## config.mk

```make
export PLATFORM = sky130hd
export DESIGN_NAME = can_command_frame_reassembler_flat
export DESIGN_NICKNAME = d
export VERILOG_FILES = /design/src/rtl/ccfr_pkg.sv /design/src/rtl/ccfr_if.sv /design/src/rtl/ccfr_ctrl.sv /design/src/rtl/ccfr_datapath.sv /design/src/rtl/can_command_frame_reassembler.sv /design/src/flat_wrapper.sv
export SDC_FILE = /design/constraint.sdc
export NUM_CORES = 2
export LEC_CHECK = 0
export BUFFER_PORTS_ARGS = -buffer_cell sky130_fd_sc_hd__buf_2
export CAP_MARGIN = 5
export CELL_PAD_IN_SITES_DETAIL_PLACEMENT = 0
export CELL_PAD_IN_SITES_GLOBAL_PLACEMENT = 1
export CORE_UTILIZATION = 35
export CTS_CLUSTER_SIZE = 24
export DETAILED_ROUTE_END_ITERATION = 10
export PLACE_DENSITY = 0.59
export SLEW_MARGIN = 20
export SYNTH_ARGS = -nofsm -noshare
export SYNTH_HDL_FRONTEND = slang
export SYNTH_SLANG_ARGS = --single-unit
export TNS_END_PERCENT = 30
```

## constraint.sdc

```tcl
create_clock -name clk -period 12.65 [get_ports clk]
set_clock_uncertainty 0.05 [all_clocks]
set_input_delay 0.6325 -clock clk [delete_from_list [all_inputs] [get_ports clk]]
set_output_delay 0.6325 -clock clk [all_outputs]
set_load 0.02 [all_outputs]
```

## src/rtl/ccfr_pkg.sv

```systemverilog
// Shared types and constants for the CAN command frame reassembler.
// No dependencies; every other file imports this package.
`timescale 1ns / 1ps

package ccfr_pkg;

  localparam int QUEUE_DEPTH = 16;
  localparam int PTR_W       = $clog2(QUEUE_DEPTH);

  // result status codes
  localparam logic [2:0] ST_IGNORED  = 3'd0;
  localparam logic [2:0] ST_HELD     = 3'd1;
  localparam logic [2:0] ST_QUEUED   = 3'd2;
  localparam logic [2:0] ST_FULL     = 3'd3;
  localparam logic [2:0] ST_NO_HDR   = 3'd4;
  localparam logic [2:0] ST_POPPED   = 3'd5;
  localparam logic [2:0] ST_EMPTY    = 3'd6;

  // command type codes
  localparam logic [7:0] CT_WRITE        = 8'd0;
  localparam logic [7:0] CT_REQUEST      = 8'd1;
  localparam logic [7:0] CT_WRITE_ADDR   = 8'd2;
  localparam logic [7:0] CT_REQUEST_ADDR = 8'd3;

  // item command codes
  localparam logic CMD_FRAME = 1'b0;
  localparam logic CMD_POP   = 1'b1;

  typedef struct packed {
    logic        command;
    logic [10:0] frame_id;
    logic        remote_request;
    logic [6:0]  frame_length;
    logic [63:0] payload_word0;
    logic [63:0] payload_word1;
    logic [63:0] payload_word2;
  } in_item_t;

  typedef struct packed {
    logic [2:0]  status;
    logic [7:0]  cmd_type;
    logic [15:0] class_id;
    logic [7:0]  instance_no;
    logic [31:0] cmd_id;
    logic [63:0] cmd_value;
    logic [63:0] cmd_address;
    logic [3:0]  queue_level;
    logic [31:0] drop_count;
  } out_item_t;

  // controller to datapath
  typedef struct packed {
    logic step;
  } ctl_cmd_t;

endpackage

```

## src/rtl/ccfr_if.sv

```systemverilog
// Valid/ready channel interfaces for input items and result items.
// Depends on ccfr_pkg for the payload types.
`timescale 1ns / 1ps

interface ccfr_in_if import ccfr_pkg::*; ();
  logic     valid;
  logic     ready;
  in_item_t data;

  modport source (output valid, output data, input ready);
  modport sink (input valid, input data, output ready);
endinterface

interface ccfr_out_if import ccfr_pkg::*; ();
  logic      valid;
  logic      ready;
  out_item_t data;

  modport source (output valid, output data, input ready);
  modport sink (input valid, input data, output ready);
endinterface

```

## src/rtl/ccfr_ctrl.sv

```systemverilog
// Handshake controller: accepts an item when the result register is free
// or being drained, and holds the result until it is taken. Uses ccfr_pkg.
`timescale 1ns / 1ps

module ccfr_ctrl
  import ccfr_pkg::*;
(
  input  logic     clk,
  input  logic     rst,
  input  logic     in_valid,
  output logic     in_ready,
  output logic     out_valid,
  input  logic     out_ready,
  output ctl_cmd_t cmd
);

  localparam logic S_IDLE = 1'b0;
  localparam logic S_HOLD = 1'b1;

  logic state;
  logic state_next;

  assign out_valid = (state == S_HOLD);
  assign in_ready  = (state == S_IDLE) || out_ready;
  assign cmd.step  = in_valid && in_ready;

  always_comb begin
    state_next = state;
    unique case (state)
      S_IDLE: begin
        if (cmd.step) state_next = S_HOLD;
      end
      S_HOLD: begin
        if (cmd.step) state_next = S_HOLD;
        else if (out_ready) state_next = S_IDLE;
      end
      default: state_next = S_IDLE;
    endcase
  end

  always_ff @(posedge clk) begin
    if (rst) state <= S_IDLE;
    else state <= state_next;
  end

endmodule

```

## src/rtl/ccfr_datapath.sv

```systemverilog
// Datapath: pending command registers, command ring, drop counter and the
// result register. Advances one item per step command. Uses ccfr_pkg.
`timescale 1ns / 1ps

module ccfr_datapath
  import ccfr_pkg::*;
(
  input  logic        clk,
  input  logic        rst,
  input  ctl_cmd_t    cmd,
  input  logic        cfg_we,
  input  logic [10:0] cfg_data,
  input  in_item_t    in_data,
  output out_item_t   out_data
);

  localparam logic [PTR_W-1:0] PTR_LAST = PTR_W'(QUEUE_DEPTH - 1);
  localparam logic [PTR_W:0]   DEPTH_X  = (PTR_W + 1)'(QUEUE_DEPTH);

  logic [10:0] base_id;
  logic        hdr_seen, val_seen, adr_seen;
  logic [63:0] pend_header, pend_value, pend_address;
  logic [PTR_W-1:0] ring_head, ring_tail;
  logic [31:0] drops;

  logic [63:0] ring_header [QUEUE_DEPTH];
  logic [63:0] ring_value [QUEUE_DEPTH];
  logic [63:0] ring_address [QUEUE_DEPTH];

  logic        frame_ok, is_hdr, is_val, is_adr;
  logic [11:0] id_x, base_x;
  logic        c_hdr, c_val, c_adr;
  logic [63:0] c_header, c_value, c_address;
  logic        need_val, need_adr, complete;
  logic [PTR_W-1:0] tail_inc, head_inc;
  logic        empty, full;
  logic        do_push, do_pop, do_drop, upd_pend, clr_pend;
  logic [2:0]  status;
  logic [PTR_W-1:0] head_next, tail_next, level;
  logic [31:0] drops_next;

  assign frame_ok = (in_data.command == CMD_FRAME) && !in_data.remote_request
                    && (in_data.frame_length >= 7'd8);
  assign id_x   = {1'b0, in_data.frame_id};
  assign base_x = {1'b0, base_id};
  // no wrap on base+1 and base+2: a high base leaves them unmatched
  assign is_hdr = frame_ok && (id_x == base_x);
  assign is_val = frame_ok && (id_x == base_x + 12'd1);
  assign is_adr = frame_ok && (id_x == base_x + 12'd2);

  // candidate pending command after this frame
  always_comb begin
    c_hdr     = hdr_seen;
    c_val     = val_seen;
    c_adr     = adr_seen;
    c_header  = pend_header;
    c_value   = pend_value;
    c_address = pend_address;
    if (is_hdr) begin
      c_hdr     = 1'b1;
      c_header  = in_data.payload_word0;
      c_val     = (in_data.frame_length >= 7'd16);
      c_value   = c_val ? in_data.payload_word1 : 64'd0;
      c_adr     = (in_data.frame_length >= 7'd24);
      c_address = c_adr ? in_data.payload_word2 : 64'd0;
    end else if (is_val) begin
      c_val   = 1'b1;
      c_value = in_data.payload_word0;
    end else if (is_adr) begin
      c_adr     = 1'b1;
      c_address = in_data.payload_word0;
    end
  end

  assign need_val = (c_header[7:0] == CT_WRITE) || (c_header[7:0] == CT_WRITE_ADDR);
  assign need_adr = (c_header[7:0] == CT_WRITE_ADDR) || (c_header[7:0] == CT_REQUEST_ADDR);
  assign complete = c_hdr && (!need_val || c_val) && (!need_adr || c_adr);

  assign tail_inc = (ring_tail == PTR_LAST) ? '0 : ring_tail + 1'b1;
  assign head_inc = (ring_head == PTR_LAST) ? '0 : ring_head + 1'b1;
  assign empty    = (ring_head == ring_tail);
  assign full     = (tail_inc == ring_head);

  always_comb begin
    do_push  = 1'b0;
    do_pop   = 1'b0;
    do_drop  = 1'b0;
    upd_pend = 1'b0;
    clr_pend = 1'b0;
    status   = ST_IGNORED;
    priority if (in_data.command == CMD_POP) begin
      if (empty) begin
        status = ST_EMPTY;
      end else begin
        status = ST_POPPED;
        do_pop = 1'b1;
      end
    end else if (is_hdr || ((is_val || is_adr) && hdr_seen)) begin
      if (complete) begin
        clr_pend = 1'b1;
        if (full) begin
          do_drop = 1'b1;
          status  = ST_FULL;
        end else begin
          do_push = 1'b1;
          status  = ST_QUEUED;
        end
      end else begin
        upd_pend = 1'b1;
        status   = ST_HELD;
      end
    end else if (is_val || is_adr) begin
      do_drop = 1'b1;
      status  = ST_NO_HDR;
    end else begin
      // remote, short or foreign frame: leave the state unchanged
      status = ST_IGNORED;
    end
  end

  assign head_next  = do_pop ? head_inc : ring_head;
  assign tail_next  = do_push ? tail_inc : ring_tail;
  assign drops_next = do_drop ? drops + 32'd1 : drops;

  always_comb begin
    if (tail_next >= head_next) level = tail_next - head_next;
    else level = PTR_W'(DEPTH_X + {1'b0, tail_next} - {1'b0, head_next});
  end

  always_ff @(posedge clk) begin
    if (rst) begin
      base_id      <= '0;
      hdr_seen     <= 1'b0;
      val_seen     <= 1'b0;
      adr_seen     <= 1'b0;
      pend_header  <= '0;
      pend_value   <= '0;
      pend_address <= '0;
      ring_head    <= '0;
      ring_tail    <= '0;
      drops        <= '0;
    end else begin
      if (cfg_we) base_id <= cfg_data;
      if (cmd.step) begin
        ring_head <= head_next;
        ring_tail <= tail_next;
        drops     <= drops_next;
        if (clr_pend) begin
          hdr_seen     <= 1'b0;
          val_seen     <= 1'b0;
          adr_seen     <= 1'b0;
          pend_header  <= '0;
          pend_value   <= '0;
          pend_address <= '0;
        end else if (upd_pend) begin
          hdr_seen     <= c_hdr;
          val_seen     <= c_val;
          adr_seen     <= c_adr;
          pend_header  <= c_header;
          pend_value   <= c_value;
          pend_address <= c_address;
        end
      end
    end
  end

  // ring storage: write at tail
  always_ff @(posedge clk) begin
    if (cmd.step && do_push) begin
      ring_header[ring_tail]  <= c_header;
      ring_value[ring_tail]   <= c_value;
      ring_address[ring_tail] <= c_address;
    end
  end

  // result register; the ring read at head lands here
  always_ff @(posedge clk) begin
    if (cmd.step) begin
      out_data.status      <= status;
      out_data.queue_level <= 4'(level);
      out_data.drop_count  <= drops_next;
      if (do_pop) begin
        out_data.cmd_type    <= ring_header[ring_head][7:0];
        out_data.class_id    <= ring_header[ring_head][23:8];
        out_data.instance_no <= ring_header[ring_head][31:24];
        out_data.cmd_id      <= ring_header[ring_head][63:32];
        out_data.cmd_value   <= ring_value[ring_head];
        out_data.cmd_address <= ring_address[ring_head];
      end else begin
        out_data.cmd_type    <= '0;
        out_data.class_id    <= '0;
        out_data.instance_no <= '0;
        out_data.cmd_id      <= '0;
        out_data.cmd_value   <= '0;
        out_data.cmd_address <= '0;
      end
    end
  end

endmodule

```

## src/rtl/can_command_frame_reassembler.sv

```systemverilog
// CAN command frame reassembler, top level.
// An accepted item's result is in the result register in the following cycle.
// Throughput: one item per cycle while out_ready holds; the register frees when taken.
// Reset (rst, synchronous): clears base_id, pending parts, ring pointers and drop count.
// Ring slots are not cleared; only written slots are ever read.
`timescale 1ns / 1ps

module can_command_frame_reassembler
  import ccfr_pkg::*;
(
  input  logic        clk,
  input  logic        rst,
  input  logic        cfg_we,
  input  logic [10:0] cfg_data,
  ccfr_in_if.sink     item,
  ccfr_out_if.source  result
);

  ctl_cmd_t cmd;

  ccfr_ctrl u_ctrl (
    .clk       (clk),
    .rst       (rst),
    .in_valid  (item.valid),
    .in_ready  (item.ready),
    .out_valid (result.valid),
    .out_ready (result.ready),
    .cmd       (cmd)
  );

  ccfr_datapath u_datapath (
    .clk      (clk),
    .rst      (rst),
    .cmd      (cmd),
    .cfg_we   (cfg_we),
    .cfg_data (cfg_data),
    .in_data  (item.data),
    .out_data (result.data)
  );

`ifndef SYNTH
  a_result_follows: assert property (@(posedge clk) disable iff (rst)
    (item.valid && item.ready) |=> result.valid)
    else $error("accepted transaction produced no result");

  a_stall_only_on_hold: assert property (@(posedge clk) disable iff (rst)
    !item.ready |-> (result.valid && !result.ready))
    else $error("input stalled while result register free");

  a_payload_zero: assert property (@(posedge clk) disable iff (rst)
    (result.valid && result.data.status != ST_POPPED) |->
      (result.data.cmd_value == 64'd0 && result.data.cmd_address == 64'd0))
    else $error("non-pop result carries payload");
`endif

endmodule

```

## src/flat_wrapper.sv

```systemverilog
// flat-port wrapper written by rule: the top's interface ports become plain ports
module can_command_frame_reassembler_flat import ccfr_pkg::*;
  (clk, rst, cfg_we, cfg_data, item_valid, item_data, item_ready, result_valid, result_data, result_ready);
  ccfr_in_if item_i ();
  ccfr_out_if result_i ();
  input  logic clk;
  input  logic rst;
  input  logic cfg_we;
  input  logic [10:0] cfg_data;
  input wire logic [$bits(item_i.valid)-1:0] item_valid;
  input wire logic [$bits(item_i.data)-1:0] item_data;
  output wire logic [$bits(item_i.ready)-1:0] item_ready;
  output wire logic [$bits(result_i.valid)-1:0] result_valid;
  output wire logic [$bits(result_i.data)-1:0] result_data;
  input wire logic [$bits(result_i.ready)-1:0] result_ready;
  assign item_i.valid = item_valid;
  assign item_i.data = item_data;
  assign item_ready = item_i.ready;
  assign result_valid = result_i.valid;
  assign result_data = result_i.data;
  assign result_i.ready = result_ready;
  can_command_frame_reassembler u_core (.clk(clk), .rst(rst), .cfg_we(cfg_we), .cfg_data(cfg_data), .item(item_i), .result(result_i));
endmodule
```

Yosys cells after proc, flatten, opt, wreduce, memory -nomap -nowiden
Memories as Yosys holds them, arrays and structs flattened. A register that Yosys moved wholly into a read port is not among the register bits.
Index checks and enable logic that the tools add are counted.
- output and inout port bits: 233
- bits in writable memories: 3072
- memories: 3
- flip-flop bits (word level): 286
- order comparisons: 4
- add/subtract/negate cells: 8
- eq/ne operators: 9
- muxes and demuxes: 61
- reductions and logical operators: 26
- bitwise operators: 2
- memories (name ; words ; bits a word ; rd ports ; clocked after memory_dff ; wr ports ; line ; text):
    u_core.u_datapath.ring_address ; 16 ; 64 ; 1 ; 1 ; 1 ; ccfr_datapath.sv:28 ; logic [63:0] ring_address [QUEUE_DEPTH];
    u_core.u_datapath.ring_header ; 16 ; 64 ; 1 ; 1 ; 1 ; ccfr_datapath.sv:26 ; logic [63:0] ring_header [QUEUE_DEPTH];
    u_core.u_datapath.ring_value ; 16 ; 64 ; 1 ; 1 ; 1 ; ccfr_datapath.sv:27 ; logic [63:0] ring_value [QUEUE_DEPTH];
- operators with widths (kind ; count):
    64-bit 2-to-1 mux ; 14
    1-bit 2-to-1 mux ; 35
    32-bit by 1-bit adder with 32-bit output, second input constant ; 1
    32-bit 2-to-1 mux ; 1
    11-bit by 12-bit == test with 1-bit output ; 2
    4-bit 2-to-1 mux ; 5
    8-bit by 2-bit == test with 1-bit output, second input constant ; 2
    7-bit by 5-bit greater-or-equal comparator with 1-bit output, second input constant ; 2
    11-bit by 1-bit adder with 12-bit output, second input constant ; 1
    11-bit by 2-bit adder with 12-bit output, second input constant ; 1
    3-bit 2-to-1 mux ; 4
    11-bit == test ; 1
    1-bit logical AND ; 10
    4-bit by 1-bit adder with 4-bit output, second input constant ; 2
    4-bit == test ; 2
    4-bit == test, second input constant ; 2
    8-bit zero test ; 1
    4-bit subtractor ; 2
    7-bit by 4-bit greater-or-equal comparator with 1-bit output, second input constant ; 1
    1-bit logical OR ; 7
    1-bit zero test ; 6
    1-bit by 4-bit adder with 4-bit output, first input constant ; 1
    4-bit greater-or-equal comparator ; 1
    2-bit 2-to-1 mux ; 1
    4 further kinds ; 5

Logic depth before layout (Yosys ltp)
- depth in word-level cells: 18
- gate-level depth with buffers: 16
- depth with buffers taken out: 15

By module
From an unflattened synthesis, not the netlist that was laid out.
- cell total of the unflattened synthesis: 6771
- area total of the unflattened synthesis: 137618.2 µm²
- by module, submodules not included (module ; seq. area each (µm²) ; area each (µm²) ; instances ; cells each):
    ccfr_datapath ; 104109.8 ; 137563.2 ; 1 ; 6766
    ccfr_ctrl ; 20.0 ; 55.1 ; 1 ; 5

Least setup slack after synthesis
Ideal clock, no wire load.
- path kind: input to register
- from: in result_ready
- to: mem u_core.u_datapath.ring_address[1][0], enable pin
- arrival time: 9.157 ns
- path slack: 2.866 ns
- library setup time: 0.577 ns
- required time: 12.023 ns
- stages: 7
- path through: nand2b_1 -> nand2_1 -> inv_2 -> nand4b_1 -> a21oi_1 -> clkbuf_1 -> and3_1
- word-level cells in the longest chain between the ends: 5
- RTL lines (item ; line ; text):
    from (decl) ; flat_wrapper.sv:15 ; input wire logic [$bits(result_i.ready)-1:0] result_ready;
    1-bit logical OR ; ccfr_ctrl.sv:24 ; assign in_ready = (state == S_IDLE) || out_ready;
    1-bit logical AND ; ccfr_ctrl.sv:25 ; assign cmd.step = in_valid && in_ready;
    net u_core.cmd ; can_command_frame_reassembler.sv:19 ; ctl_cmd_t cmd;
    1-bit logical AND ; ccfr_datapath.sv:169 ; if (cmd.step && do_push) begin
    1-bit 2-to-1 mux ; ccfr_datapath.sv:169 ;
    1-bit 2-to-1 mux (implied by the code) ; ccfr_datapath.sv:172 ; ring_address[ring_tail] <= c_address;
    to (decl) ; ccfr_datapath.sv:28 ;
The timed path passes the listed nets, and every way through them passes these cells.

Worst setup path in the final report
- from: reg u_core.u_datapath.base_id[6]
- to: mem u_core.u_datapath.ring_header[11][3], enable pin
- word-level cells in the longest chain between the ends: 15
- elaborated cells between the ends (all ways): 35
- RTL lines (item ; line ; text):
    from (decl) ; ccfr_datapath.sv:20 ; logic [10:0] base_id;
    from (signal assigned) ; ccfr_datapath.sv:143 ; if (cfg_we) base_id <= cfg_data;
    parallel branches: the longest is 10 deep, another holds 11-bit by 2-bit adder with 12-bit output ; - ;
    1-bit 2-to-1 mux (*) ; ccfr_datapath.sv:98 ; end else if (is_hdr || ((is_val || is_adr) && hdr_seen)) begin
    1-bit 2-to-1 mux (*) ; ccfr_datapath.sv:91 ; priority if (in_data.command == CMD_POP) begin
    1-bit logical AND (*) ; ccfr_datapath.sv:169 ;
    1-bit 2-to-1 mux (*) ; ccfr_datapath.sv:169 ;
    1-bit 2-to-1 mux (implied by the code) (*) ; ccfr_datapath.sv:170 ; ring_header[ring_tail] <= c_header;
    to (decl) ; ccfr_datapath.sv:26 ;
Every way passes the cells marked *.

==> impl_metrics.ini <==
[worst_setup_path]
crit_chain = xor2_1 -> nor4_1 -> nor4bb_4 -> mux2_4 -> o31ai_2 -> nand4b_1 -> a211oi_1 -> and2_4 -> buf_4 -> buf_4
crit_path_start_kind = flop
crit_type = flop to flop
worstPathRequired_ns = 13.15
critPathCaptureType = flop
slowest_stage = and2_4
rr_startpoint = u_core.u_datapath.base_id[6]
critPathBufInv = 2
crit_start = u_core.u_datapath.base_id[6]
path_delay_family = simple AND/OR/NAND/NOR gates
crit_arrival_ns = 7.02
crit_fanout = 37
cpPeakStageDelay_ns = 0.99
cp_common_cell = buf_4

[synthesis]
ys_top_cells_by_count = edfxtp_1 (3303), mux4_2 (960), nand2_1 (549)
synth_top_flop_cell = edfxtp_1
ys_ff_latch = 3550
synth_area_leader_cell = edfxtp_1
yosysTopAreaCellShare_pct = 72.0
synth_nets = 7014
synth_edf_count = 3303
yosysSeqAreaShare_pct = 75.6
synthTopCellsByArea = edfxtp_1 (72%), mux4_2 (16%), dfxtp_1 (3.6%)
async_reset_ff_share_pct = 0
yosysMostFrequentCell = edfxtp_1
yosys_warnings = 0
syn_inst = 6774
synth_area_per_cell_um2 = 20.3
yosys.cell_types.count = 74
syn_area_um2 = 138000

[job]
drv_cap = 0

[timing]
slew_headroom_pct = 22.4
drv_slew = 0
worst_pin_slew_ns = 1.16
timing.fmax_mhz = 153
hold_viol_final = 0
setup_viol = 0
setup_tns_ns = 0
fin_crit_sh_pct = 51.6
timing.final.crit_period_ns = 6.52
rsz0062_at_grt = no

[pwr]
p_clk_share_pct = 45.0
switching_share_pct = 21.4
combPwrFrac_pct = 3.0
powerDensity_nw_per_um2 = 153
power_mw = 24.5
ir_worst_vdd_mv = 0.113
seqPwrFrac_pct = 52.0
internal_power_mw = 19.2
leakage_nw = 58.3
p_sw_mw = 5.22

[drt]
wirelength_um = 418000
dr.pass1.iters = 6
vias = 70600
antenna_left = 0
post-route-drc-count = 0
wire_per_inst_um = 32.3
via_per_inst = 5.45
drt_iter0_drc = 7772

[finish]
area_growth_pct = 15.8
finalNetCount = 7629
drive_above_1_share_pct = 29.4

[floorplan]
die_y_um = 629
die_w_um = 629
core_region_area_um2 = 390000
die_area_um2 = 396000
io_pins = 461
num_rows = 229
initial_core_util_pct = 35.3

[clock_network]
post-cts-setup-buffers = 0
path_clk_slew_ns = 0.06
hold_buffers = 11
cts.sinks = 3550
max-clock-path-buffers = 4
cts_tree = built
htreeDepth = 5
cts_resized = 0
root_buffer = clkbuf_16
numCtsBuffers = 382
clock_latency_ns = 0.95

[place]
place.detailed.hpwl_um = 238000
port-buffer-count = 457
place_congestion = 0.801

[grt]
grt_pass1_vias = 72500
grt_usage_pct = 20.8
globalRoute.totalOverflow = 0
grt_max_degree = 145
antenna_found_initial = 64
grt_pass1_wl_um = 579000

[outcome]
status = finished clean

[hold_path]
min_path_type = primary input to flop
holdCritStartpoint = rst
[power by group through the flow]
stage	sequential (mW)	combinational (mW)	clock, mW
2_1_floorplan	13.0	0.393	0
3_3_place_gp	13.0	0.749	0
3_5_place_dp	13.0	0.749	0
4_1_cts	12.7	0.753	11.2
5_1_grt	12.7	0.774	11.6
6_report	12.7	0.737	11.0
[cell type report]
type                       instances  area (um^2)
tap                             5197         6500
clock buffer                     505        10300
clock inverter                   206         1940
antenna                           47          118
fill                           34600       231000
timing repair buffer             655         4120
multi-input combinational       2782        32300
inverter                          18         75.1
sequential                      3550       104000
[cell usage in the layout, fill, tap and decap left out, drive strengths merged, types with 14 or more instances in the layout]
| master | count |
|---|---|
| a21oi | 347 |
| and2 | 17 |
| and3 | 214 |
| buf | 643 |
| bufinv | 27 |
| clkbuf | 506 |
| clkinv | 149 |
| dfxtp | 247 |
| diode | 47 |
| edfxtp | 3303 |
| inv | 35 |
| mux2i | 149 |
| mux4 | 960 |
| nand2 | 549 |
| nand3 | 155 |
| nor2 | 71 |
| nor3 | 15 |
| nor4 | 14 |
| o21ai | 74 |
| xnor2 | 40 |
| xor2 | 33 |
[final timing paths]
path	end	slack [ns]	depth (start not counted)
setup / recovery	u_core.u_datapath.ring_header[11][3]	6.13	10
hold reg to reg	u_core.u_datapath.pend_address[38]	0.40	2
hold / removal	u_core.u_datapath.drops[21]	0.14	2
setup reg to reg	u_core.u_datapath.ring_header[11][3]	6.13	10
[layer usage]
metal / share of wire [%] / global-route usage [%] / vias up
met1: 40 / 27.1 / 38500
met5: 0.054 / 0 / -
met2: 51 / 35.5 / 2412
met4: 3.4 / 6.82 / 38
met3: 5.6 / 3.16 / 528
li1: - / - / 29100
[through the flow]
stage	hold slack, ns	instances	setup WS, ns	utilization, %	area, um^2
2_1_floorplan	0.381	6774	2.87	-	138000
3_3_place_gp	0.389	12200	5.90	37.6	147000
3_5_place_dp	0.393	12200	5.85	37.6	147000
4_1_cts	0.0925	12900	6.13	40.8	159000
5_1_grt	0.128	12900	5.82	40.9	159000
6_report	0.144	13000	6.13	40.9	159000
[worst register-to-register path, cell delays in order, from the launching register on]
cell,delay [ns]
dfxtp_1,0.48
xor2_1,0.24
nor4_1,0.76
nor4bb_4,0.64
mux2_4,0.40
o31ai_2,0.18
nand4b_1,0.23
a211oi_1,0.67
and2_4,0.99
buf_4,0.67
buf_4,0.77
[logic make-up (layout without fill, tap and decap cells)]
family	count (synthesis)	in the layout	synth area share (%)
buffers and inverters	442	1384	1.24
adders and majority gates	12	12	0.114
AOI/OAI and AO/OA	475	475	1.88
and+or+nand+nor	1103	1103	3.79
DFF	3550	3550	75.6
other	0	47	0
xor gates and xnor gates	74	74	0.487
muxes	1118	1118	16.9
[sequential cells by signal, indices dropped and copies added (netlist names)]
signal / cells
u_core.u_datapath.hdr_seen: 1
u_core.u_datapath.adr_seen: 1
u_core.u_datapath.ring_value: 1024
u_core.u_datapath.ring_head: 4
u_core.u_datapath.ring_address: 1024
u_core.u_datapath.ring_tail: 4
u_core.u_datapath.ring_header: 1024
u_core.u_datapath.pend_value: 64
u_core.u_datapath.base_id: 11
u_core.u_datapath.pend_address: 64
u_core.u_datapath.val_seen: 1
u_core.u_datapath.drops: 32
u_core.u_datapath.out_data: 231
u_core.u_ctrl.out_valid: 1
u_core.u_datapath.pend_header: 64
Note: power is estimated with default switching activity, not from simulation.
